$ cat src/hw/rtl/sst_ram.sv
// Generic single-write, single-read RAM with registered read data.
module sst_ram #(
  parameter int unsigned WIDTH = 8,
  parameter int unsigned DEPTH = 256
) (
  input  logic                     clk_i,
  input  logic                     we_i,
  input  logic [$clog2(DEPTH)-1:0] waddr_i,
  input  logic [WIDTH-1:0]         wdata_i,
  input  logic [$clog2(DEPTH)-1:0] raddr_i,
  output logic [WIDTH-1:0]         rdata_o
);

  logic [WIDTH-1:0] mem [DEPTH];
  logic [WIDTH-1:0] rdata_q;

  always_ff @(posedge clk_i) begin
    if (we_i) begin
      mem[waddr_i] <= wdata_i;
    end
  end

  always_ff @(posedge clk_i) begin
    rdata_q <= mem[raddr_i];
  end

  assign rdata_o = rdata_q;

endmodule

$ cat config.mk
export PLATFORM = sky130hd
export DESIGN_NAME = sst_ram
export DESIGN_NICKNAME = d
export VERILOG_FILES = /design/src/hw/rtl/sst_ram.sv
export SDC_FILE = /design/constraint.sdc
export NUM_CORES = 2
export LEC_CHECK = 0
export ABC_CLOCK_PERIOD_IN_PS = 3370
export BUFFER_PORTS_ARGS = -buffer_cell sky130_fd_sc_hd__clkbuf_2
export CORE_MARGIN = 1
export CORE_UTILIZATION = 63
export DETAILED_ROUTE_END_ITERATION = 6
export PLACE_DENSITY = 0.79
export RECOVER_POWER = 100
export SYNTH_ARGS = -nofsm -noshare
export SYNTH_HDL_FRONTEND = slang
export SYNTH_SLANG_ARGS = --single-unit
$ cat constraint.sdc
create_clock -name clk_i -period 3.37 [get_ports clk_i]
set_input_delay 0.674 -clock clk_i [delete_from_list [all_inputs] [get_ports clk_i]]
set_output_delay 0.674 -clock clk_i [all_outputs]
set_load 0.01 [all_outputs]
# Word-level counts from Yosys, hierarchy flattened
# Memory sizes are Yosys's and may differ from the RTL's. A register that Yosys moved wholly into a read port is not among the register bits.
# Index checks and enable logic that the tools add are counted.
# Widths: inputs -> output; s select.
[word_totals]
register_bits = 0
ram_bits = 2048
out_inout_bits = 8
n_memories = 1
[mem_list]
columns = ["memory", "depth", "width", "rd", "rd_clocked_by_memory_dff", "write_ports", "line_no", "rtl"]
rows = [
  ["mem", 256, 8, 1, 1, 1, "14", "logic [WIDTH-1:0] mem [DEPTH];"],
]
[classes]
muxes = 2
[ops]
columns = ["operator", "count"]
rows = [
  ["$mux 1", 2],
]

# Depth between registers and ports, before layout
[depth]
word_depth = 2
mapped_depth = 11
depth_no_buf = 6

# Least setup slack after synthesis
# No wires, ideal clock.
[synth_path]
path_type = "input to register"
start = "in raddr_i[0]"
end = "reg rdata_q[2], in the netlist rdata_o[2], read port of mem"
t_arrival_ps = 2481
required_ps = 3239
setup_slack_ps = 758
stages = 9
n_path_buf = 4
path_cell_list = "buf_6 -> buf_12 -> buf_8 -> buf_2 -> mux4_2 -> a22oi_1 -> a21oi_1 -> nor4_1 -> nor4_2"
[synth_rtl]
columns = ["item", "line_no", "rtl"]
rows = [
  ["start, declared", "10", "input logic [$clog2(DEPTH)-1:0] raddr_i,"],
  ["end, declared", "15", "logic [WIDTH-1:0] rdata_q;"],
]

# Worst setup path in the final report
[layout_path]
start = "in waddr_i[1]"
end = "mem mem[57][3] (enable)"
[layout_rtl]
columns = ["item", "line_no", "rtl"]
rows = [
  ["start, declared", "8", "input logic [$clog2(DEPTH)-1:0] waddr_i,"],
  ["end, declared", "14", ""],
]
# No word-level cell before the write port.

==> flow_summary_export.csv <==
group,metric,value,unit
yosys,postSynth.asyncResetShare,0,%
die,chipHeight,357.4,microns
clock_tree,cts.path.max_buffers,3,
drt,post_drt_via_cell_ratio,6.998,
yosys,yosys.cell_types.count,55,
drt,postRouteWirelength,205400,microns
clock_tree,h-tree-depth,4,
setup_path,critical_path.max_fanout,10,
place,place.port_buffers,33,
global_routing,gr-usage-all-layers,32.75,%
setup_path,arrival_time_at_the_worst_endpoint,3720,ps
clock_tree,post_cts_resized,0,
place,gp_congestion,0.9268,
cells_and_area,filler_cell_count,6985,
timing,setup_tns,0,ps
clock_tree,clock_insertion_delay_worst_skew,860,ps
power_and_ir_drop,cellLeakagePower,0.02797,uW
yosys,yosys.area.top_type,"sky130_fd_sc_hd__edfxtp_1",
drt,1st_pass_router_iterations,6,
place,place_hpwl,123900,microns
clock_tree,clock_transition_at_path_regs,60,ps
global_routing,overflow,0,
clock_tree,tritoncts.num_buffers,191,
clock_tree,cts-hold-fix-buffers,0,
global_routing,grt_start_max_net_pins,98,
clock_tree,cts_num_sinks,2056,
die,initial_core_util,63.44,%
drt,drc,0,
drt,vias,42640,
yosys,synth_fp_nets,3759,
timing,tightest_slew,3302,ps
setup_path,worst-endpoint-required,3870,ps
yosys,syn_avg_cell_area,21.31,sq um
die,fp.dieArea,127700,sq um
clock_tree,cts_tree,"yes",
clock_tree,clock_tree.root_cell,"sky130_fd_sc_hd__clkbuf_16",
timing,rsz0062_at_grt,"no",
setup_path,worstSetupEndpointType,"register",
drt,remaining_antenna_violation_count,0,
die,dieWidth,357.4,microns
cells_and_area,final_design_area_no_fill,89720,sq um
timing,timing.final.crit_share,95.52,%
yosys,synth_ff_type,"sky130_fd_sc_hd__edfxtp_1",
setup_path,timing.setup.critical_path_class,"in -> reg",
cells_and_area,post_layout_nonfiller_instances,6093,
cells_and_area,post_layout_net_count,4308,
flow_run,drv.max_cap_violation_count,18,
die,core_area,125400,sq um
yosys,synth.yosys.warnings,0,
yosys,postSynthRegisterBits,2056,
setup_path,critical_path.cell_chain,"clkbuf_1 > nor2b_1 > clkbuf_1 > nand3_1 > clkbuf_1 > nor2_1 > clkbuf_1",
worst_hold_path,timing.hold.worst.class,"in -> reg",
drt,drt_initial_violations,6773,
power_and_ir_drop,worst_ir_drop_vdd,0.5773,mV
timing,slew_headroom,-120.1,%
yosys,syn-cell-area,79560,sq um
global_routing,initial_antenna_violation_count,9,
setup_path,setup.worst_path.start_class,"input pin",
drt,wire_per_inst,33.71,microns
die,floorplan.io_pins,34,
die,placement_rows,130,
place,place_area,85400,sq um
timing,max_freq,310.7,MHz
yosys,ys_top_cells_by_area,"sky130_fd_sc_hd__edfxtp_1, sky130_fd_sc_hd__mux4_2, sky130_fd_sc_hd__mux2i_1",
power_and_ir_drop,powerDensity,570.9,nW/um^2
place,number_of_placed_instances_taps_included,5739,
yosys,synth.top_cell.area_share,77.30,%
timing,finalSetupViolCount,0,
timing,finalMaxSlewViolations,1109,
setup_path,critical-path-top-cell-by-count,"sky130_fd_sc_hd__clkbuf_1",
setup_path,highest_cell_delay_on_the_worst_timing_path,1260,ps
run_status,violated_checks,"max-capacitance violations, max-slew violations",
yosys,synth_edf_count,2048,
run_status,run_status,"finished with violations",
timing,clock_skew,32.15,ps
timing,final_period_minus_worst_setup_slack,3219,ps
yosys,postSynthCellCount,3733,
cells_and_area,fin_util,71.54,%
cells_and_area,drive_above_1_share,22.28,%
yosys,synth_sequential_area_ratio,77.50,%
setup_path,critical-path-slowest-cell,"sky130_fd_sc_hd__clkbuf_1",
timing,finalHoldViolations,0,
global_routing,grt_pass1_wl,295400,microns
cells_and_area,syn_to_final_growth,12.78,%
global_routing,grt_pass1_vias,43094,
clock_tree,post-cts-setup-buffer-count,0,
[registers in the layout (all words and copies together) (netlist names)]
register and count:
rdata_o 8, mem 2048
[path summary, 6_finish.rpt]
path	start	to	slack, ps	depth (start not counted)
worst max register to register	mem[235][6]	rdata_o[6]	580	6
worst max-delay path	waddr_i[1]	mem[57][3]	150	7
worst min register to register	mem[40][3]	rdata_o[3]	1170	7
worst min-delay path	waddr_i[5]	mem[254][5]	710	4
[critical path, delay by kind of cell]
kind | cells | cell delay [ps]
buffers and inverters | 4 | 2420
AND/OR/NAND/NOR | 3 | 600
[cells by family after synthesis]
| kind of cell | count (synthesis) | synth area share [%] |
|---|---|---|
| muxes | 591 | 14.62 |
| AOI/OAI and AO/OA | 385 | 3.419 |
| DFF | 2056 | 77.50 |
| and+or+nand+nor | 466 | 2.628 |
| buffers and inverters | 235 | 1.831 |
[placed cells by master, fill, tap and decap left out, types with 5 or more instances in the layout]
cell,count
sky130_fd_sc_hd__buf_4,189
sky130_fd_sc_hd__clkbuf_1,367
sky130_fd_sc_hd__nand2b_1,8
sky130_fd_sc_hd__clkinv_1,55
sky130_fd_sc_hd__nand4_1,10
sky130_fd_sc_hd__a22oi_1,133
sky130_fd_sc_hd__nand2_1,33
sky130_fd_sc_hd__and2_1,6
sky130_fd_sc_hd__clkinv_2,31
sky130_fd_sc_hd__nor3_1,22
sky130_fd_sc_hd__edfxtp_1,2048
sky130_fd_sc_hd__buf_12,47
sky130_fd_sc_hd__dfxtp_1,8
sky130_fd_sc_hd__inv_6,6
sky130_fd_sc_hd__mux2i_1,134
sky130_fd_sc_hd__o21ai_0,10
sky130_fd_sc_hd__o22a_1,5
sky130_fd_sc_hd__clkbuf_2,31
sky130_fd_sc_hd__a221oi_1,13
sky130_fd_sc_hd__clkbuf_16,194
sky130_fd_sc_hd__nand3_1,34
sky130_fd_sc_hd__o211ai_1,10
sky130_fd_sc_hd__mux4_2,454
sky130_fd_sc_hd__a21oi_1,96
sky130_fd_sc_hd__a211oi_1,16
sky130_fd_sc_hd__nor2b_1,28
sky130_fd_sc_hd__a22o_1,8
sky130_fd_sc_hd__o22ai_1,28
sky130_fd_sc_hd__nor2_1,279
sky130_fd_sc_hd__nor4_1,24
sky130_fd_sc_hd__o221ai_1,46
[where the power goes]
group | internal [uW] | leakage, uW | switching [uW]
clock | 10900 | 0.00281 | 9260
sequential | 28200 | 0.0185 | 59.9
combinational | 1010 | 0.00669 | 1750
[routing by layer]
layer	up-vias	global-route usage, %	routed length (microns)
met3	644	8.561	28400
li1	16782	-	-
met1	21657	44.54	69510
met5	-	0	85
met4	12	13.82	9732
met2	3545	51.10	97670
[final cells by class]
type	instances	area, sq um	share of cell area (%)
clock inverter	102	648.1	0.7224
timing repair buffer	589	3769	4.200
inverter	2	7.507	0.008367
multi-input combinational	1442	16490	18.37
clock buffer	248	5077	5.659
tap	1650	2064	2.301
antenna	4	10.01	0.01116
sequential	2056	61660	68.72
[cells in the mapped netlist (all sizes together), types with 2 or more instances]
master and count:
and2 6, a211oi 16, or2 4, nand3 34, and3b 2, a22o 8
nor4 27, nand2 33, mux2i 134, buf 122, o22ai 28, a22oi 133
mux4 456, dfxtp 8, o21ai 12, a2111oi 5, o32ai 5, a311oi 2
nor3 22, clkbuf 111, nand4 10, nand3b 2, a221oi 14, a21oi 96
o22a 5, o221ai 47, o211ai 10, nand2b 8, nor2 282, edfxtp 2048
nor2b 31, a31oi 2
[through the flow]
stage | power, uW | hold WS (ps) | setup slack, ps
6_report | 51220 | 708.5 | 151.0
5_1_grt | 52300 | 699.8 | 91.55
4_1_cts | 51280 | 251.7 | 318.8
3_5_place_dp | 31500 | 979.1 | -493.8
3_3_place_gp | 31430 | 978.9 | -459.6
2_1_floorplan | 30130 | 769.9 | 758.1
Note: power is estimated with default switching activity, not from simulation.
