--- config.mk ---
export PLATFORM = sky130hd
export DESIGN_NAME = sst_ctrl
export DESIGN_NICKNAME = d
export VERILOG_FILES = /design/src/hw/rtl/sst_pkg.sv /design/src/hw/rtl/sst_ctrl.sv
export SDC_FILE = /design/constraint.sdc
export NUM_CORES = 1
export LEC_CHECK = 0
export BUFFER_PORTS_ARGS = -buffer_cell sky130_fd_sc_hd__clkbuf_2
export CAP_MARGIN = 20
export CORE_ASPECT_RATIO = 1.1
export CORE_UTILIZATION = 58
export CTS_BUF_LIST = sky130_fd_sc_hd__clkbuf_8
export DETAILED_ROUTE_END_ITERATION = 8
export MAX_ROUTING_LAYER = met4
export PLACE_DENSITY = 0.89
export SLEW_MARGIN = 20
export SYNTH_ARGS = -nofsm -noshare
export SYNTH_HDL_FRONTEND = slang
export SYNTH_SLANG_ARGS = --single-unit
--- constraint.sdc ---
create_clock -name clk_i -period 19 [get_ports clk_i]
set_clock_uncertainty 0.15 [all_clocks]
set_input_delay 2.85 -clock clk_i [delete_from_list [all_inputs] [get_ports clk_i]]
set_output_delay 2.85 -clock clk_i [all_outputs]
set_load 0.02 [all_outputs]
--- src/hw/rtl/sst_pkg.sv ---
// Shared types and constants for the sparse set table.
package sst_pkg;

  localparam int unsigned CAPACITY     = 256;
  localparam int unsigned MAX_ENTITIES = 1024;
  localparam int unsigned DATA_WIDTH   = 32;

  localparam int unsigned SLOT_W = $clog2(CAPACITY);
  localparam int unsigned ENT_W  = $clog2(MAX_ENTITIES);
  localparam int unsigned CNT_W  = $clog2(CAPACITY + 1);
  localparam int unsigned MAP_W  = SLOT_W + 1;
  localparam int unsigned ID_W   = 16;
  localparam int unsigned CAP_W  = 9;
  localparam int unsigned LIM_W  = 11;

  // opcodes
  localparam logic [1:0] OP_ADD    = 2'd0;
  localparam logic [1:0] OP_REMOVE = 2'd1;
  localparam logic [1:0] OP_LOOKUP = 2'd2;
  localparam logic [1:0] OP_READ   = 2'd3;

  // result status
  localparam logic [2:0] STATUS_NEW      = 3'd0;
  localparam logic [2:0] STATUS_EXISTING = 3'd1;
  localparam logic [2:0] STATUS_RANGE    = 3'd2;
  localparam logic [2:0] STATUS_ABSENT   = 3'd3;
  localparam logic [2:0] STATUS_FULL     = 3'd4;

  // config register indexes
  localparam logic [1:0] CFG_CAPACITY = 2'd0;
  localparam logic [1:0] CFG_LIMIT    = 2'd1;
  localparam logic [1:0] CFG_COMP_EN  = 2'd2;

  typedef struct packed {
    logic [1:0]            opcode;
    logic [ID_W-1:0]       entity_id;
    logic [7:0]            slot_index;
    logic [DATA_WIDTH-1:0] data_in;
  } in_word_t;

  typedef struct packed {
    logic [2:0]            status;
    logic [7:0]            dense_slot;
    logic [ID_W-1:0]       entity_out;
    logic [DATA_WIDTH-1:0] data_out;
    logic [CNT_W-1:0]      live_count;
  } out_word_t;

  typedef struct packed {
    logic [CAP_W-1:0] capacity_in_use;
    logic [LIM_W-1:0] entity_limit;
    logic             component_enable;
  } cfg_t;

  typedef struct packed {
    logic              present;
    logic [SLOT_W-1:0] slot;
  } map_ent_t;

  typedef struct packed {
    logic             we;
    logic [ENT_W-1:0] waddr;
    map_ent_t         wdata;
    logic [ENT_W-1:0] raddr;
  } map_req_t;

  typedef struct packed {
    logic              we;
    logic [SLOT_W-1:0] waddr;
    logic [ID_W-1:0]   wdata;
    logic [SLOT_W-1:0] raddr;
  } owner_req_t;

  typedef struct packed {
    logic                  we;
    logic [SLOT_W-1:0]     waddr;
    logic [DATA_WIDTH-1:0] wdata;
    logic [SLOT_W-1:0]     raddr;
  } comp_req_t;

endpackage

--- src/hw/rtl/sst_ctrl.sv ---
// Sequencer for the sparse set: map clear, add, swap-remove, lookup, slot read.
module sst_ctrl (
  input  logic                          clk_i,
  input  logic                          rst_ni,
  input  sst_pkg::cfg_t                 cfg_i,
  input  logic                          in_valid_i,
  output logic                          in_ready_o,
  input  sst_pkg::in_word_t             in_word_i,
  output logic                          out_valid_o,
  input  logic                          out_ready_i,
  output sst_pkg::out_word_t            out_word_o,
  output sst_pkg::map_req_t             map_req_o,
  input  sst_pkg::map_ent_t             map_rdata_i,
  output sst_pkg::owner_req_t           owner_req_o,
  input  logic [sst_pkg::ID_W-1:0]      owner_rdata_i,
  output sst_pkg::comp_req_t            comp_req_o,
  input  logic [sst_pkg::DATA_WIDTH-1:0] comp_rdata_i
);

  localparam logic [2:0] S_CLEAR = 3'd0;
  localparam logic [2:0] S_IDLE  = 3'd1;
  localparam logic [2:0] S_READ  = 3'd2;
  localparam logic [2:0] S_EXEC  = 3'd3;
  localparam logic [2:0] S_LOOK  = 3'd4;
  localparam logic [2:0] S_MOVE  = 3'd5;
  localparam logic [2:0] S_DONE  = 3'd6;

  logic [2:0]                     state_q, state_d;
  logic [sst_pkg::ENT_W-1:0]      clr_q, clr_d;
  logic [sst_pkg::CNT_W-1:0]      cnt_q, cnt_d;
  logic                           out_valid_q, out_valid_d;
  sst_pkg::in_word_t              item_q, item_d;
  sst_pkg::out_word_t             res_q, res_d;
  sst_pkg::out_word_t             out_q, out_d;
  logic [sst_pkg::ID_W-1:0]       moved_q, moved_d;
  logic [sst_pkg::SLOT_W-1:0]     slot_q, slot_d;

  logic [sst_pkg::CAP_W-1:0]      eff_cap;
  logic [sst_pkg::LIM_W-1:0]      eff_lim;
  logic                           id_ok;
  logic [sst_pkg::SLOT_W-1:0]     last_slot;
  logic [sst_pkg::SLOT_W-1:0]     rd_slot;

  assign eff_cap = (cfg_i.capacity_in_use > sst_pkg::CAP_W'(sst_pkg::CAPACITY)) ?
                   sst_pkg::CAP_W'(sst_pkg::CAPACITY) : cfg_i.capacity_in_use;
  assign eff_lim = (cfg_i.entity_limit > sst_pkg::LIM_W'(sst_pkg::MAX_ENTITIES)) ?
                   sst_pkg::LIM_W'(sst_pkg::MAX_ENTITIES) : cfg_i.entity_limit;
  assign id_ok   = item_q.entity_id < sst_pkg::ID_W'(eff_lim);

  // last live slot, used as the move source on remove
  assign last_slot = (cnt_q == '0) ? '0 : sst_pkg::SLOT_W'(cnt_q - 1'b1);
  assign rd_slot   = (item_q.opcode == sst_pkg::OP_READ) ? item_q.slot_index[sst_pkg::SLOT_W-1:0]
                                                         : last_slot;

  always_comb begin
    state_d     = state_q;
    clr_d       = clr_q;
    cnt_d       = cnt_q;
    out_valid_d = out_valid_q;
    item_d      = item_q;
    res_d       = res_q;
    out_d       = out_q;
    moved_d     = moved_q;
    slot_d      = slot_q;

    map_req_o       = '0;
    map_req_o.raddr = item_q.entity_id[sst_pkg::ENT_W-1:0];
    owner_req_o       = '0;
    owner_req_o.raddr = rd_slot;
    comp_req_o        = '0;
    comp_req_o.raddr  = rd_slot;

    if (out_valid_q && out_ready_i) begin
      out_valid_d = 1'b0;
    end

    unique case (state_q)
      S_CLEAR: begin
        map_req_o.we    = 1'b1;
        map_req_o.waddr = clr_q;
        map_req_o.wdata = '0;
        clr_d           = clr_q + 1'b1;
        if (clr_q == sst_pkg::ENT_W'(sst_pkg::MAX_ENTITIES - 1)) begin
          state_d = S_IDLE;
        end
      end
      S_IDLE: begin
        if (in_valid_i) begin
          item_d  = in_word_i;
          state_d = S_READ;
        end
      end
      S_READ: begin
        state_d = S_EXEC;
      end
      S_EXEC: begin
        res_d            = '0;
        res_d.status     = sst_pkg::STATUS_RANGE;
        state_d          = S_DONE;
        if (item_q.opcode == sst_pkg::OP_READ) begin
          if ({1'b0, item_q.slot_index} < cnt_q) begin
            res_d.status     = sst_pkg::STATUS_EXISTING;
            res_d.dense_slot = item_q.slot_index;
            res_d.entity_out = owner_rdata_i;
            res_d.data_out   = cfg_i.component_enable ? comp_rdata_i : '0;
          end
        end else if (id_ok) begin
          if (item_q.opcode == sst_pkg::OP_ADD) begin
            if (map_rdata_i.present) begin
              res_d.status     = sst_pkg::STATUS_EXISTING;
              res_d.dense_slot = 8'(map_rdata_i.slot);
              comp_req_o.waddr = map_rdata_i.slot;
            end else if (cnt_q >= eff_cap) begin
              res_d.status = sst_pkg::STATUS_FULL;
            end else begin
              res_d.status          = sst_pkg::STATUS_NEW;
              res_d.dense_slot      = 8'(cnt_q[sst_pkg::SLOT_W-1:0]);
              owner_req_o.we        = 1'b1;
              owner_req_o.waddr     = cnt_q[sst_pkg::SLOT_W-1:0];
              owner_req_o.wdata     = item_q.entity_id;
              map_req_o.we          = 1'b1;
              map_req_o.waddr       = item_q.entity_id[sst_pkg::ENT_W-1:0];
              map_req_o.wdata.present = 1'b1;
              map_req_o.wdata.slot  = cnt_q[sst_pkg::SLOT_W-1:0];
              comp_req_o.waddr      = cnt_q[sst_pkg::SLOT_W-1:0];
              cnt_d                 = cnt_q + 1'b1;
            end
            if (res_d.status != sst_pkg::STATUS_FULL && cfg_i.component_enable) begin
              comp_req_o.we    = 1'b1;
              comp_req_o.wdata = item_q.data_in;
              res_d.data_out   = item_q.data_in;
            end
          end else if (!map_rdata_i.present) begin
            res_d.status = sst_pkg::STATUS_ABSENT;
          end else if (item_q.opcode == sst_pkg::OP_REMOVE) begin
            res_d.status     = sst_pkg::STATUS_EXISTING;
            res_d.dense_slot = 8'(map_rdata_i.slot);
            map_req_o.we     = 1'b1;
            map_req_o.waddr  = item_q.entity_id[sst_pkg::ENT_W-1:0];
            map_req_o.wdata  = '0;
            if (cnt_q != '0) begin
              cnt_d = cnt_q - 1'b1;
            end
            if (map_rdata_i.slot != last_slot) begin
              // last entry fills the hole; its map entry is fixed next cycle
              owner_req_o.we    = 1'b1;
              owner_req_o.waddr = map_rdata_i.slot;
              owner_req_o.wdata = owner_rdata_i;
              comp_req_o.we     = cfg_i.component_enable;
              comp_req_o.waddr  = map_rdata_i.slot;
              comp_req_o.wdata  = comp_rdata_i;
              moved_d           = owner_rdata_i;
              slot_d            = map_rdata_i.slot;
              state_d           = S_MOVE;
            end
          end else begin
            res_d.status     = sst_pkg::STATUS_EXISTING;
            res_d.dense_slot = 8'(map_rdata_i.slot);
            comp_req_o.raddr = map_rdata_i.slot;
            state_d          = S_LOOK;
          end
        end
      end
      S_LOOK: begin
        res_d.data_out = cfg_i.component_enable ? comp_rdata_i : '0;
        state_d        = S_DONE;
      end
      S_MOVE: begin
        if (moved_q < sst_pkg::ID_W'(sst_pkg::MAX_ENTITIES)) begin
          map_req_o.we            = 1'b1;
          map_req_o.waddr         = moved_q[sst_pkg::ENT_W-1:0];
          map_req_o.wdata.present = 1'b1;
          map_req_o.wdata.slot    = slot_q;
        end
        state_d = S_DONE;
      end
      S_DONE: begin
        if (!out_valid_q || out_ready_i) begin
          out_d            = res_q;
          out_d.live_count = cnt_q;
          out_valid_d      = 1'b1;
          state_d          = S_IDLE;
        end
      end
      default: begin
        state_d = S_IDLE;
      end
    endcase
  end

  always_ff @(posedge clk_i or negedge rst_ni) begin
    if (!rst_ni) begin
      state_q     <= S_CLEAR;
      clr_q       <= '0;
      cnt_q       <= '0;
      out_valid_q <= 1'b0;
    end else begin
      state_q     <= state_d;
      clr_q       <= clr_d;
      cnt_q       <= cnt_d;
      out_valid_q <= out_valid_d;
    end
  end

  always_ff @(posedge clk_i) begin
    item_q  <= item_d;
    res_q   <= res_d;
    out_q   <= out_d;
    moved_q <= moved_d;
    slot_q  <= slot_d;
  end

  assign in_ready_o  = (state_q == S_IDLE);
  assign out_valid_o = out_valid_q;
  assign out_word_o  = out_q;

endmodule

Word level (Yosys, flattened, before mapping)
Cells that the tools add are included.
{"block": "totals", "output_inout_bits": 182, "register_bits": 232, "inputBits": 140}
{"block": "classes", "order_cmp": 6, "reduce_logical": 19, "n_addsub": 3, "n_mux": 71, "n_bitwise": 2, "n_eq_ne": 16}
{"op": "$mux 25", "n": 9}
{"op": "$mux 49", "n": 4}
{"op": "$mux 20", "n": 8}
{"op": "$mux 32", "n": 5}
{"op": "$mux 41", "n": 3}
{"op": "$mux 11", "n": 9}
{"op": "$pmux 32 s2", "n": 1}
{"op": "$mux 9", "n": 7}
{"op": "$pmux 20 s3", "n": 1}
{"op": "$mux 58", "n": 1}
{"op": "$mux 8", "n": 7}
{"op": "$mux 3", "n": 9}
{"op": "$pmux 3 s6", "n": 1}
{"op": "$lt 16x11->1", "n": 1}
{"op": "$lt 16x11->1 const B", "n": 1}
{"op": "$gt 11x11->1 const B", "n": 1}
{"op": "$add 10x1->10 const B", "n": 1}
{"op": "$eq 10x10->1 const B", "n": 1}
{"op": "$ne 2x2->1 const B", "n": 5}
{"op": "$add 9x1->9 const B", "n": 1}
{"op": "$eq 3x3->1 const B", "n": 3}
{"op": "$ge 9x9->1", "n": 1}
{"op": "$gt 9x9->1 const B", "n": 1}
{"op": "$logic_not 9->1", "n": 1}
{"op": "other kinds (23)", "n": 35}

Depth between registers and ports, before layout
Gate-level depths: netlist of run 1.
{"block": "logic_depth", "depth_word": 16, "depth_mapped": 12, "ltp_nobuf": 10}

Worst setup path after synthesis of run 1
OpenSTA, ideal clock, no wires.
{"block": "synth_timing", "path_type": "input to register", "from": "input out_ready_i", "to": "register out_q, in the netlist out_word_o[0], enable pin", "arrival_time_ns": 7.947, "slack_ns": 10.311, "path_buffers": 0, "cell_stages": 2, "required_ns": 18.258, "path_cell_list": "nand2b_1 -> nor3b_1"}
{"block": "synth_between", "elab_chain_len": 2}
{"item": "from (decl)", "line": "sst_ctrl.sv:10", "text": "input logic out_ready_i,"}
{"item": "$logic_or 1x1->1", "line": "sst_ctrl.sv:178", "text": "if (!out_valid_q || out_ready_i) begin"}
{"item": "$reduce_and 2->1 (no source line)"}
{"item": "to (signal assigned)", "line": "sst_ctrl.sv:208", "text": "out_q <= out_d;"}
{"item": "to (decl)", "line": "sst_ctrl.sv:34", "text": "sst_pkg::out_word_t out_q, out_d;"}
No other way between the ends.
A chain may end at the register's enable or synchronous reset.

==> metrics.csv, run 1 <==
metric,value,unit
timing.critical_path.arrival,6.67,ns
firstDrtPassIters,6,
finalNetCount,1267,
gr-usage-all-layers,0.307,
drt_iter0_drc,731,
viasPerCell,6.05,
cts_tree,done,
antenna_found_initial,0,
clk_path_buf_depth,3,
die_x,131,um
cap_violations,0,
grt_max_degree,48,
crit_fanout,45,
post_cts_buffers,0,
clk_pin_slew,0.06,ns
end_kind,output pin,
root_buffer,clkbuf_8,
dieArea,18800,sq um
p_leak,0.00541,uW
hold_class,register to register,
place_inst,1293,
most-common-layout-cells,"321 x clkbuf_2, 209 x edfxtp_1, 90 x a22o_1",
fmax,103,MHz
start_util,0.596,
placement.io_buffers,321,
num_antenna_cells,0,
postRouteAntennaNets,0,
gp_congestion,0.973,
fin_util,0.730,
drive_gt1_frac,0.354,
final_common_cell,clkbuf_2,
critPathKind,input pin to output pin,
cts-buffers-inserted,37,
status,finished clean,
hpwl,20100,um
area_growth,22.6,%
synth_area_leaders,"edfxtp_1 59%, a22o_1 7.5%, dfrtp_1 5.4%",
cp.required,16.00,ns
fin_setup_tns,0,ns
die_y,144,um
post-route-min-period,9.67,ns
grt_pass1_vias,7761,
ys_ff_latch,232,
drc,0,
worst_setup_path_start_kind,input pin,
yosysWarnings,0,
synthesis.nets,949,
syn-cell-area,10600,sq um
period_share,0.509,
p_per_area,109,nW/um^2
overflow,0,
fin_cells,1358,
synth.largest_area_cell,edfxtp_1,
ioPinCount,322,
via_count,8212,
ys.flop_type,edfxtp_1,
synthCells,776,
ir_worst_vdd,0.0764,mV
hold_viol,0,
core-area,17700,sq um
placed_area,12300,sq um
avgSynthCellArea,13.6,sq um
ys_async_sr_fraction,0.0991,
worstSkewPairLatency,0.53,ns
grt_setup_unrepaired,no,
synth_cell_types,66,
std_cell_rows,51,
drt_wl_total,28600,um
yosysTopAreaCellShare,0.594,
yosysSeqAreaShare,0.648,
power,1410,uW
worst_pin_slew,1.11,ns
final-setup-viol-count,0,
hold_buffers,0,
cts_htree_levels,2,
slew_violations,0,
wl_per_cell,21.0,um
cts_resized,0,
grt_pass1_wl,41400,um
fin_area,13000,sq um
clock-sinks,232,
max_slew_margin,0.254,
synth_edf_count,209,
[cells by family (layout without fill, tap and decap cells)]
family / Yosys count / after routing / synth area share
compound gates: 199 / 199 / 0.145
flops: 232 / 232 / 0.648
simple gates: 207 / 207 / 0.101
buf+inv: 71 / 415 / 0.0342
xor+xnor: 23 / 23 / 0.0204
mux: 11 / 11 / 0.0115
fa+ha+maj: 33 / 33 / 0.0391
[per-stage QoR]
| stage | setup WS [ns] | hold WS [ns] |
|---|---|---|
| 2_1_floorplan | 10.31 | 0.250 |
| 3_3_place_gp | 9.56 | 0.250 |
| 3_5_place_dp | 9.39 | 0.255 |
| 4_1_cts | 9.35 | 0.254 |
| 5_1_grt | 9.12 | 0.259 |
| 6_report | 9.33 | 0.248 |
[cell type report]
type | count | area (sq um)
Clock buffer | 38 | 523
Clock inverter | 27 | 141
Fill cell | 1174 | 4780
Inverter | 18 | 67.6
Multi-Input combinational cell | 473 | 3390
Sequential cell | 232 | 6850
Tap cell | 238 | 298
Timing Repair Buffer | 332 | 1690
[synthesized netlist by cell type (all sizes together), types with 2 or more instances]
| master | n |
|---|---|
| nor3b | 3 |
| nor2b | 5 |
| nor2 | 31 |
| o211ai | 2 |
| or3 | 3 |
| a221o | 2 |
| a22o | 90 |
| nand4 | 12 |
| inv | 16 |
| edfxtp | 209 |
| ha | 33 |
| nand2 | 74 |
| or4 | 4 |
| mux2 | 9 |
| o21bai | 3 |
| buf | 26 |
| nand2b | 7 |
| xor2 | 4 |
| a21oi | 14 |
| a31oi | 3 |
| mux2i | 2 |
| clkbuf | 27 |
| nand3 | 12 |
| nor3 | 16 |
| xnor2 | 18 |
| and2 | 24 |
| a211o | 4 |
| o21ai | 22 |
| o2111ai | 2 |
| o22ai | 10 |
| a22oi | 24 |
| a21o | 7 |
| dfrtp | 23 |
| nor4 | 5 |
| o31ai | 4 |
| a21boi | 2 |
| nor4b | 4 |
| a211oi | 2 |
| clkinv | 2 |
| or2 | 3 |
[worst paths after layout]
kind | start | end | slack, ns | cells past startpoint
max in group asynchronous | rst_ni | state_q[2] | 16.04 | 1
min reg2reg | res_q[38] | out_word_o[38] | 0.25 | 0
min | res_q[38] | out_word_o[38] | 0.25 | 0
min in group asynchronous | rst_ni | clr_q[1] | 2.21 | 1
max | cfg_i[11] | owner_req_o[27] | 9.33 | 12
max reg2reg | item_q[56] | cnt_q[3] | 14.75 | 9
[flip-flops by register name, summed over array words and instances (netlist names)]
signal       cells
res_q           59
state_q          3
cnt_q            9
item_q          48
map_req_o       10
slot_q           8
out_word_o      68
moved_q         16
out_valid_o      1
clr_q           10
[per-layer routing]
| metal | global-route usage | wire length (um) | up-vias |
|---|---|---|---|
| met3 | 0.0674 | 2760 | 123 |
| met5 | - | 0 | - |
| met4 | 0.156 | 1300 | 0 |
| li1 | - | - | 3644 |
| met1 | 0.361 | 10300 | 3907 |
| met2 | 0.498 | 14200 | 538 |
[report_power, final]
part	total, uW	internal (uW)	switching, uW
logic	272	81.8	191
clock network	387	200	187
registers	747	701	46.3
[critical path: stages]
cell and delay [ns]:
clkbuf_2 0.13, clkinv_1 0.26, nand2_1 0.14, ha_1 0.25, a21o_1 0.16, a21o_1 0.16, a221o_1 0.39, a2111o_1 0.71
nor3b_4 0.62, buf_4 0.56, a22o_1 0.22, clkbuf_2 0.17
No activity file was read; power rests on OpenSTA's default activity.
==> inputs of run 2 (changes only) <==
--- a/config.mk
+++ b/config.mk
@@ -5,14 +5,15 @@
 export SDC_FILE = /design/constraint.sdc
 export NUM_CORES = 1
 export LEC_CHECK = 0
+export ABC_AREA = 1
 export BUFFER_PORTS_ARGS = -buffer_cell sky130_fd_sc_hd__clkbuf_2
 export CAP_MARGIN = 20
 export CORE_ASPECT_RATIO = 1.1
-export CORE_UTILIZATION = 58
+export CORE_UTILIZATION = 54
 export CTS_BUF_LIST = sky130_fd_sc_hd__clkbuf_8
 export DETAILED_ROUTE_END_ITERATION = 8
 export MAX_ROUTING_LAYER = met4
-export PLACE_DENSITY = 0.89
+export PLACE_DENSITY = 0.82
 export SLEW_MARGIN = 20
 export SYNTH_ARGS = -nofsm -noshare
 export SYNTH_HDL_FRONTEND = slang
==> constraint.sdc (replaced) <==
create_clock -name clk_i -period 10.1 [get_ports clk_i]
set_clock_uncertainty 0.15 [all_clocks]
set_input_delay 1.515 -clock clk_i [delete_from_list [all_inputs] [get_ports clk_i]]
set_output_delay 1.515 -clock clk_i [all_outputs]
set_load 0.02 [all_outputs]
==> run 2 against run 1 <==
  * Die area grew 15%
  * Synthesized cell count grew 46%
  * Wire length grew 18%
  * Clock-buffer cell count grew 4
  * Critical path type unchanged
  * Combinational power grew 120%
  * Largest power group unchanged
  * Design area grew 6.7%
  * Worst hold slack gained 0.016 ns
  * Critical path depth grew 6
  * Sequential power grew 89%
  * Synthesized area grew 7.2%
==> metrics.csv, run 2 <==
metric,value,unit,change
status,finished clean,,
p_switching,917,uW,+120%
yosysTopAreaCellShare,0.554,,-0.0401
viasPerCell,5.64,,-6.8%
gr-usage-all-layers,0.323,,+0.0156
p_seq_frac,0.507,,-0.024
fin_area,13800,sq um,+6.7%
cpMostUsedCell,nand2_1,,
overflow,0,,unchanged
yosysSeqAreaShare,0.604,,-0.0438
swShare,0.330,,+0.0291
die_x,140,um,+7.2%
root_buffer,clkbuf_8,,
grt_max_degree,56,,+17%
slew_violations,0,,unchanged
fin_util,0.672,,-0.0588
via_count,9860,,+20%
cts-buffers-inserted,38,,+2.7%
cap_violations,0,,unchanged
final_common_cell,clkbuf_2,,
postRouteAntennaNets,0,,unchanged
dieArea,21600,sq um,+15%
largest_register_ffs,68,,unchanged
internal_power,1860,uW,+89%
drt_wl_total,33900,um,+18%
std_cell_rows,55,,+7.8%
ir_worst_vdd,0.125,mV,+64%
post_cts_buffers,0,,unchanged
grt_setup_unrepaired,no,,
worstSkewPairLatency,0.54,ns,about the same
syn-cell-area,11300,sq um,+7.2%
crit_fanout,15,,-67%
cts_htree_levels,2,,unchanged
fin_setup_tns,0,ns,unchanged
comb_power_share,0.220,,+0.026
synthesis.nets,1309,,+38%
die_y,154,um,+7.2%
slowest_delay,0.75,ns,+0.04 ns
post-route-min-period,7.66,ns,
ys_ff_latch,232,,unchanged
wl_per_cell,19.4,um,-8.0%
hold_viol,0,,unchanged
firstDrtPassIters,8,,+2
drt_iter0_drc,910,,+24%
placed_area,13100,sq um,+6.6%
fmax,131,MHz,
crit_slowest_cell,nor2_2,,
gp_congestion,1.02,,+4.8%
hold_buffers,0,,unchanged
drive_gt1_frac,0.292,,-0.0618
synth_cell_types,42,,-36%
ioPinCount,322,,unchanged
p_leak,0.00614,uW,+13%
clk_path_buf_depth,3,,unchanged
worst_pin_slew,1.05,ns,-0.0653 ns
ys_async_sr_fraction,0.0991,,unchanged
finalNetCount,1634,,+29%
grt_pass1_wl,50800,um,+23%
synth_edf_count,209,,unchanged
area_growth,21.9,%,
drc,0,,unchanged
yosysMostFrequentCell,nand2_1,,
most-common-layout-cells,"321 x clkbuf_2, 214 x nand2_1, 209 x edfxtp_1",,
end_kind,output pin,,
grt_pass1_vias,9392,,+21%
core-area,20600,sq um,+16%
p_per_area,201,nW/um^2,+85%
ys.flop_type,edfxtp_1,,
pre_cts_ws,2.48,ns,-6.92 ns
path_cells,clkbuf_2 -> nor4_1 -> nand3_1 -> nand2_1 -> nand2_1 -> ha_1 -> a21oi_1 -> nor2_1 -> a211oi_1 -> nand2_1 -> nand2_1 -> nand2_2 -> nor2_2 -> inv_2 -> nor3_2 -> inv_1 -> o21ai_0 -> clkbuf_2,,
avgSynthCellArea,9.98,sq um,-27%
hold_class,register to register,,
timing.critical_path.arrival,5.99,ns,-0.68 ns
clockPowerShare,0.273,,-0.002
timing.final.ws_setup,2.44,ns,-6.89 ns
ys_top_cells_by_count,"215 x nand2_1, 209 x edfxtp_1, 145 x nor2_1, 105 x inv_1, 87 x o21ai_0",,
antenna_found_initial,1,,+1
clock-sinks,232,,unchanged
yosysWarnings,0,,unchanged
cts_resized,0,,unchanged
clk_pin_slew,0.06,ns,about the same
placement.io_buffers,321,,unchanged
hpwl,24600,um,+23%
start_util,0.551,,-0.0449
period_share,0.758,,
final-setup-viol-count,0,,unchanged
cp.required,8.44,ns,-7.56 ns
max_slew_margin,0.300,,+0.0453
synthCells,1136,,+46%
worst_setup_path_start_kind,input pin,,
synth_area_leaders,"edfxtp_1 55%, nand2_1 7.1%, dfrtp_1 5.1%",,
synth.largest_area_cell,edfxtp_1,,
critPathKind,input pin to output pin,,
cts_tree,done,,
run 2: cell count changes in the layout (fill, tap and decap cells not counted), moves of 19 or more:
cell,change
and2_1,-22
inv_1,+86
o21ai_0,+66
nor2_1,+114
nand2_1,+140
a21oi_1,+27
a22o_1,-90
nand3_1,+72
a22oi_1,-19
run 2: stage by stage:
stage | hold slack (ns) | cells | power, uW
after CTS | 0.264 | 1746 | 2790
after global placement | 0.250 | 1676 | 2000
after global routing | 0.267 | 1748 | 2900
after floorplan | 0.250 | 1136 | 1790
final | 0.264 | 1749 | 2780
after detailed placement | 0.255 | 1676 | 2030
run 2: power groups by stage:
stage	sequential (uW)	clock [uW]	combinational, uW
2_1_floorplan	1450	0	334
3_3_place_gp	1410	0	592
3_5_place_dp	1420	0	608
4_1_cts	1400	773	610
5_1_grt	1420	812	665
6_report	1410	758	611
run 2: logic make-up after synthesis:
group                    synth area share
AO/OA/AOI/OAI                      0.0755
XOR/XNOR                           0.0108
adder cells (fa/ha/maj)            0.0364
buffers and inverters              0.0644
flip-flops                          0.604
AND/OR/NAND/NOR                     0.208
run 2: cell type report:
type / instances / area, sq um
Fill cell: 1658 / 6760
Timing Repair Buffer: 333 / 1700
Clock inverter: 28 / 121
Tap cell: 256 / 320
Clock buffer: 42 / 578
Multi-Input combinational cell: 736 / 3790
Inverter: 120 / 455
Sequential cell: 232 / 6850
Antenna cell: 2 / 5.00
run 2: metal layers:
layer,up-vias,track usage,part of all wire
met1,4562,0.400,0.39
met5,-,-,0
met4,0,0.141,0.040
li1,4545,-,-
met2,636,0.511,0.48
met3,117,0.0710,0.099
run 2: worst max-delay path, delay by kind of cell:
family / cells / cell delay (ns)
compound gates: 3 / 0.66
fa+ha+maj: 1 / 0.30
simple gates: 10 / 2.50
buf+inv: 4 / 1.01
run 2: worst paths after layout:
check | from | to | slack (ns) | cells after the start
max | cfg_i[7] | map_req_o[12] | 2.44 | 18
min | res_q[51] | out_word_o[51] | 0.26 | 0
max reg2reg | map_req_o[5] | res_q[23] | 6.15 | 10
min reg2reg | res_q[51] | out_word_o[51] | 0.26 | 0
max in group asynchronous | rst_ni | state_q[2] | 8.49 | 1
min in group asynchronous | rst_ni | cnt_q[5] | 0.86 | 1
==> inputs of run 3 (changes only) <==
==> constraint.sdc (replaced) <==
create_clock -name clk_i -period 7.07 [get_ports clk_i]
set_clock_uncertainty 0.15 [all_clocks]
set_input_delay 1.0605 -clock clk_i [delete_from_list [all_inputs] [get_ports clk_i]]
set_output_delay 1.0605 -clock clk_i [all_outputs]
set_load 0.02 [all_outputs]
==> run 3 against run 2 <==
  * Combinational power rose by 41%
  * Setup slack got worse by 1.3 ns
  * Wire length fell by 3.5%
  * Global-route usage fell by 1.3 points
  * Clock power rose by 40%
  * Non-clock buffer count rose by 1
  * Die area did not move
  * Critical path type unchanged
  * Largest cell class unchanged
  * Highest routed layer unchanged
==> metrics.csv, run 3 (same netlist as run 2, synthesis figures left out) <==
metric,value,unit,change
place_inst,1678,,+0.12%
drive_gt1_frac,0.292,,about the same
num_antenna_cells,0,,-2
grt_pass1_vias,9142,,-2.7%
wl_per_cell,18.8,um,-3.0%
worstSkewPairLatency,0.53,ns,about the same
dieArea,21600,sq um,unchanged
fin_setup_tns,0,ns,unchanged
hold_class,register to register,,
drt_wl_total,32700,um,-3.5%
gp_congestion,0.983,,-3.6%
worst_setup_path_start_kind,input pin,,
root_buffer,clkbuf_8,,
start_util,0.551,,unchanged
path_delay_family,simple AND/OR/NAND/NOR gates,,
ioPinCount,322,,unchanged
finalNetCount,1634,,unchanged
area_growth,21.6,%,
overflow,0,,unchanged
worst_pin_slew,1.05,ns,+0.00428 ns
fin_area,13800,sq um,-0.23%
r2r_slack,3.28,ns,-2.87 ns
critical_path_depth,16,,-2
fillers,1607,,-3.1%
drc,0,,unchanged
grt_setup_unrepaired,no,,
multi_input_area,3790,sq um,unchanged
crit_start,cfg_i[7],,
firstDrtPassIters,6,,-2
clock-sinks,232,,unchanged
power,3930,uW,+42%
crit_fanout,16,,+1
path_cells,clkbuf_2 -> nor4_1 -> nand3_1 -> nand2_1 -> nand2_1 -> ha_1 -> a21oi_1 -> nor2_1 -> a211oi_1 -> nand2_1 -> a21oi_1 -> nand2_1 -> nor2_1 -> nand3_1 -> o21ai_0 -> clkbuf_2,,
seq_area,6850,sq um,unchanged
timing.critical_path.arrival,4.72,ns,-1.27 ns
cts-buffers-inserted,37,,-2.6%
antenna_found_initial,0,,-1
cap_violations,0,,unchanged
hold_buffers,0,,unchanged
final-setup-viol-count,0,,unchanged
post_cts_buffers,0,,unchanged
max_slew_margin,0.297,,-0.00292
post-route-min-period,5.93,ns,
final_common_cell,clkbuf_2,,
end_kind,output pin,,
r2r-end,res_q[23],,
path_buf_inv,2,,-2
clk_path_buf_depth,3,,unchanged
std_cell_rows,55,,unchanged
slowest_delay,0.63,ns,-0.12 ns
cts_resized,0,,unchanged
grt_max_degree,69,,+23%
grt_pass1_wl,48900,um,-3.7%
fmax,169,MHz,
cts_htree_levels,2,,unchanged
clk_pin_slew,0.06,ns,about the same
core-area,20600,sq um,unchanged
hold_viol,0,,unchanged
cts_tree,done,,
most-common-layout-cells,"321 x clkbuf_2, 214 x nand2_1, 209 x edfxtp_1",,
period_share,0.839,,
placement.io_buffers,321,,unchanged
r2r_cells,10,,unchanged
largest_register_ffs,68,,unchanged
placed_area,13100,sq um,+0.11%
viasPerCell,5.55,,-1.6%
fin_cells,1741,,-0.46%
p_per_area,285,nW/um^2,+42%
gr-usage-all-layers,0.309,,-0.0135
ir_worst_vdd,0.184,mV,+47%
die_x,140,um,unchanged
r2r_start,cnt_q[0],,
crit_slowest_cell,nor2_1,,
postRouteAntennaNets,0,,unchanged
critPathKind,input pin to output pin,,
drt_iter0_drc,821,,-9.8%
hpwl,24000,um,-2.7%
slew_violations,0,,unchanged
die_y,154,um,unchanged
status,finished clean,,
cp.required,5.86,ns,-2.58 ns
via_count,9659,,-2.0%
endpoint,comp_req_o[12],,
p_leak,0.00613,uW,about the same
cpMostUsedCell,nand2_1,,
==> run 3: cell count changes in the layout (fill, tap and decap cells not counted), sizes merged <==
cell and delta:
buf +1, bufinv +1, clkbuf -3, clkinv -7
clkinvlp -1, diode -2, inv +3
==> run 3: layout make-up <==
class / instances / area share
clock buffer: 39 / 0.0389
multi-input combinational: 736 / 0.275
timing repair buffer: 334 / 0.124
clock inverter: 24 / 0.00962
inverter: 120 / 0.0330
tap: 256 / 0.0232
sequential: 232 / 0.497
==> run 3: metal layers <==
metal  GRT usage  part of all wire
met1       0.401              0.40
met2       0.481              0.47
met3      0.0545             0.090
met4       0.132             0.035
met5           -                 0
==> run 3: how the worst min path moves through the flow <==
stage	from	endpoint	slack, ns	depth (start not counted)
after floorplan	res_q[10]	out_word_o[10]	0.25	0
after global placement	res_q[50]	out_word_o[50]	0.25	0
after detailed placement	res_q[13]	out_word_o[13]	0.25	0
after CTS	res_q[47]	out_word_o[47]	0.26	0
after global routing	res_q[22]	out_word_o[22]	0.26	0
final	res_q[17]	out_word_o[17]	0.26	0
==> run 3: power by group <==
part           internal (uW)  leakage, uW  switching, uW
Clock                    548     0.000386            513
Sequential              1890      0.00220            126
Combinational            221      0.00355            639
==> run 3: metrics by stage <==
step	utilization	hold WS (ns)	setup slack, ns
after CTS	0.670	0.259	1.17
after floorplan	-	0.250	2.04
after global routing	0.670	0.262	0.803
final	0.670	0.264	1.14
after detailed placement	0.638	0.255	1.17
after global placement	0.637	0.251	1.36
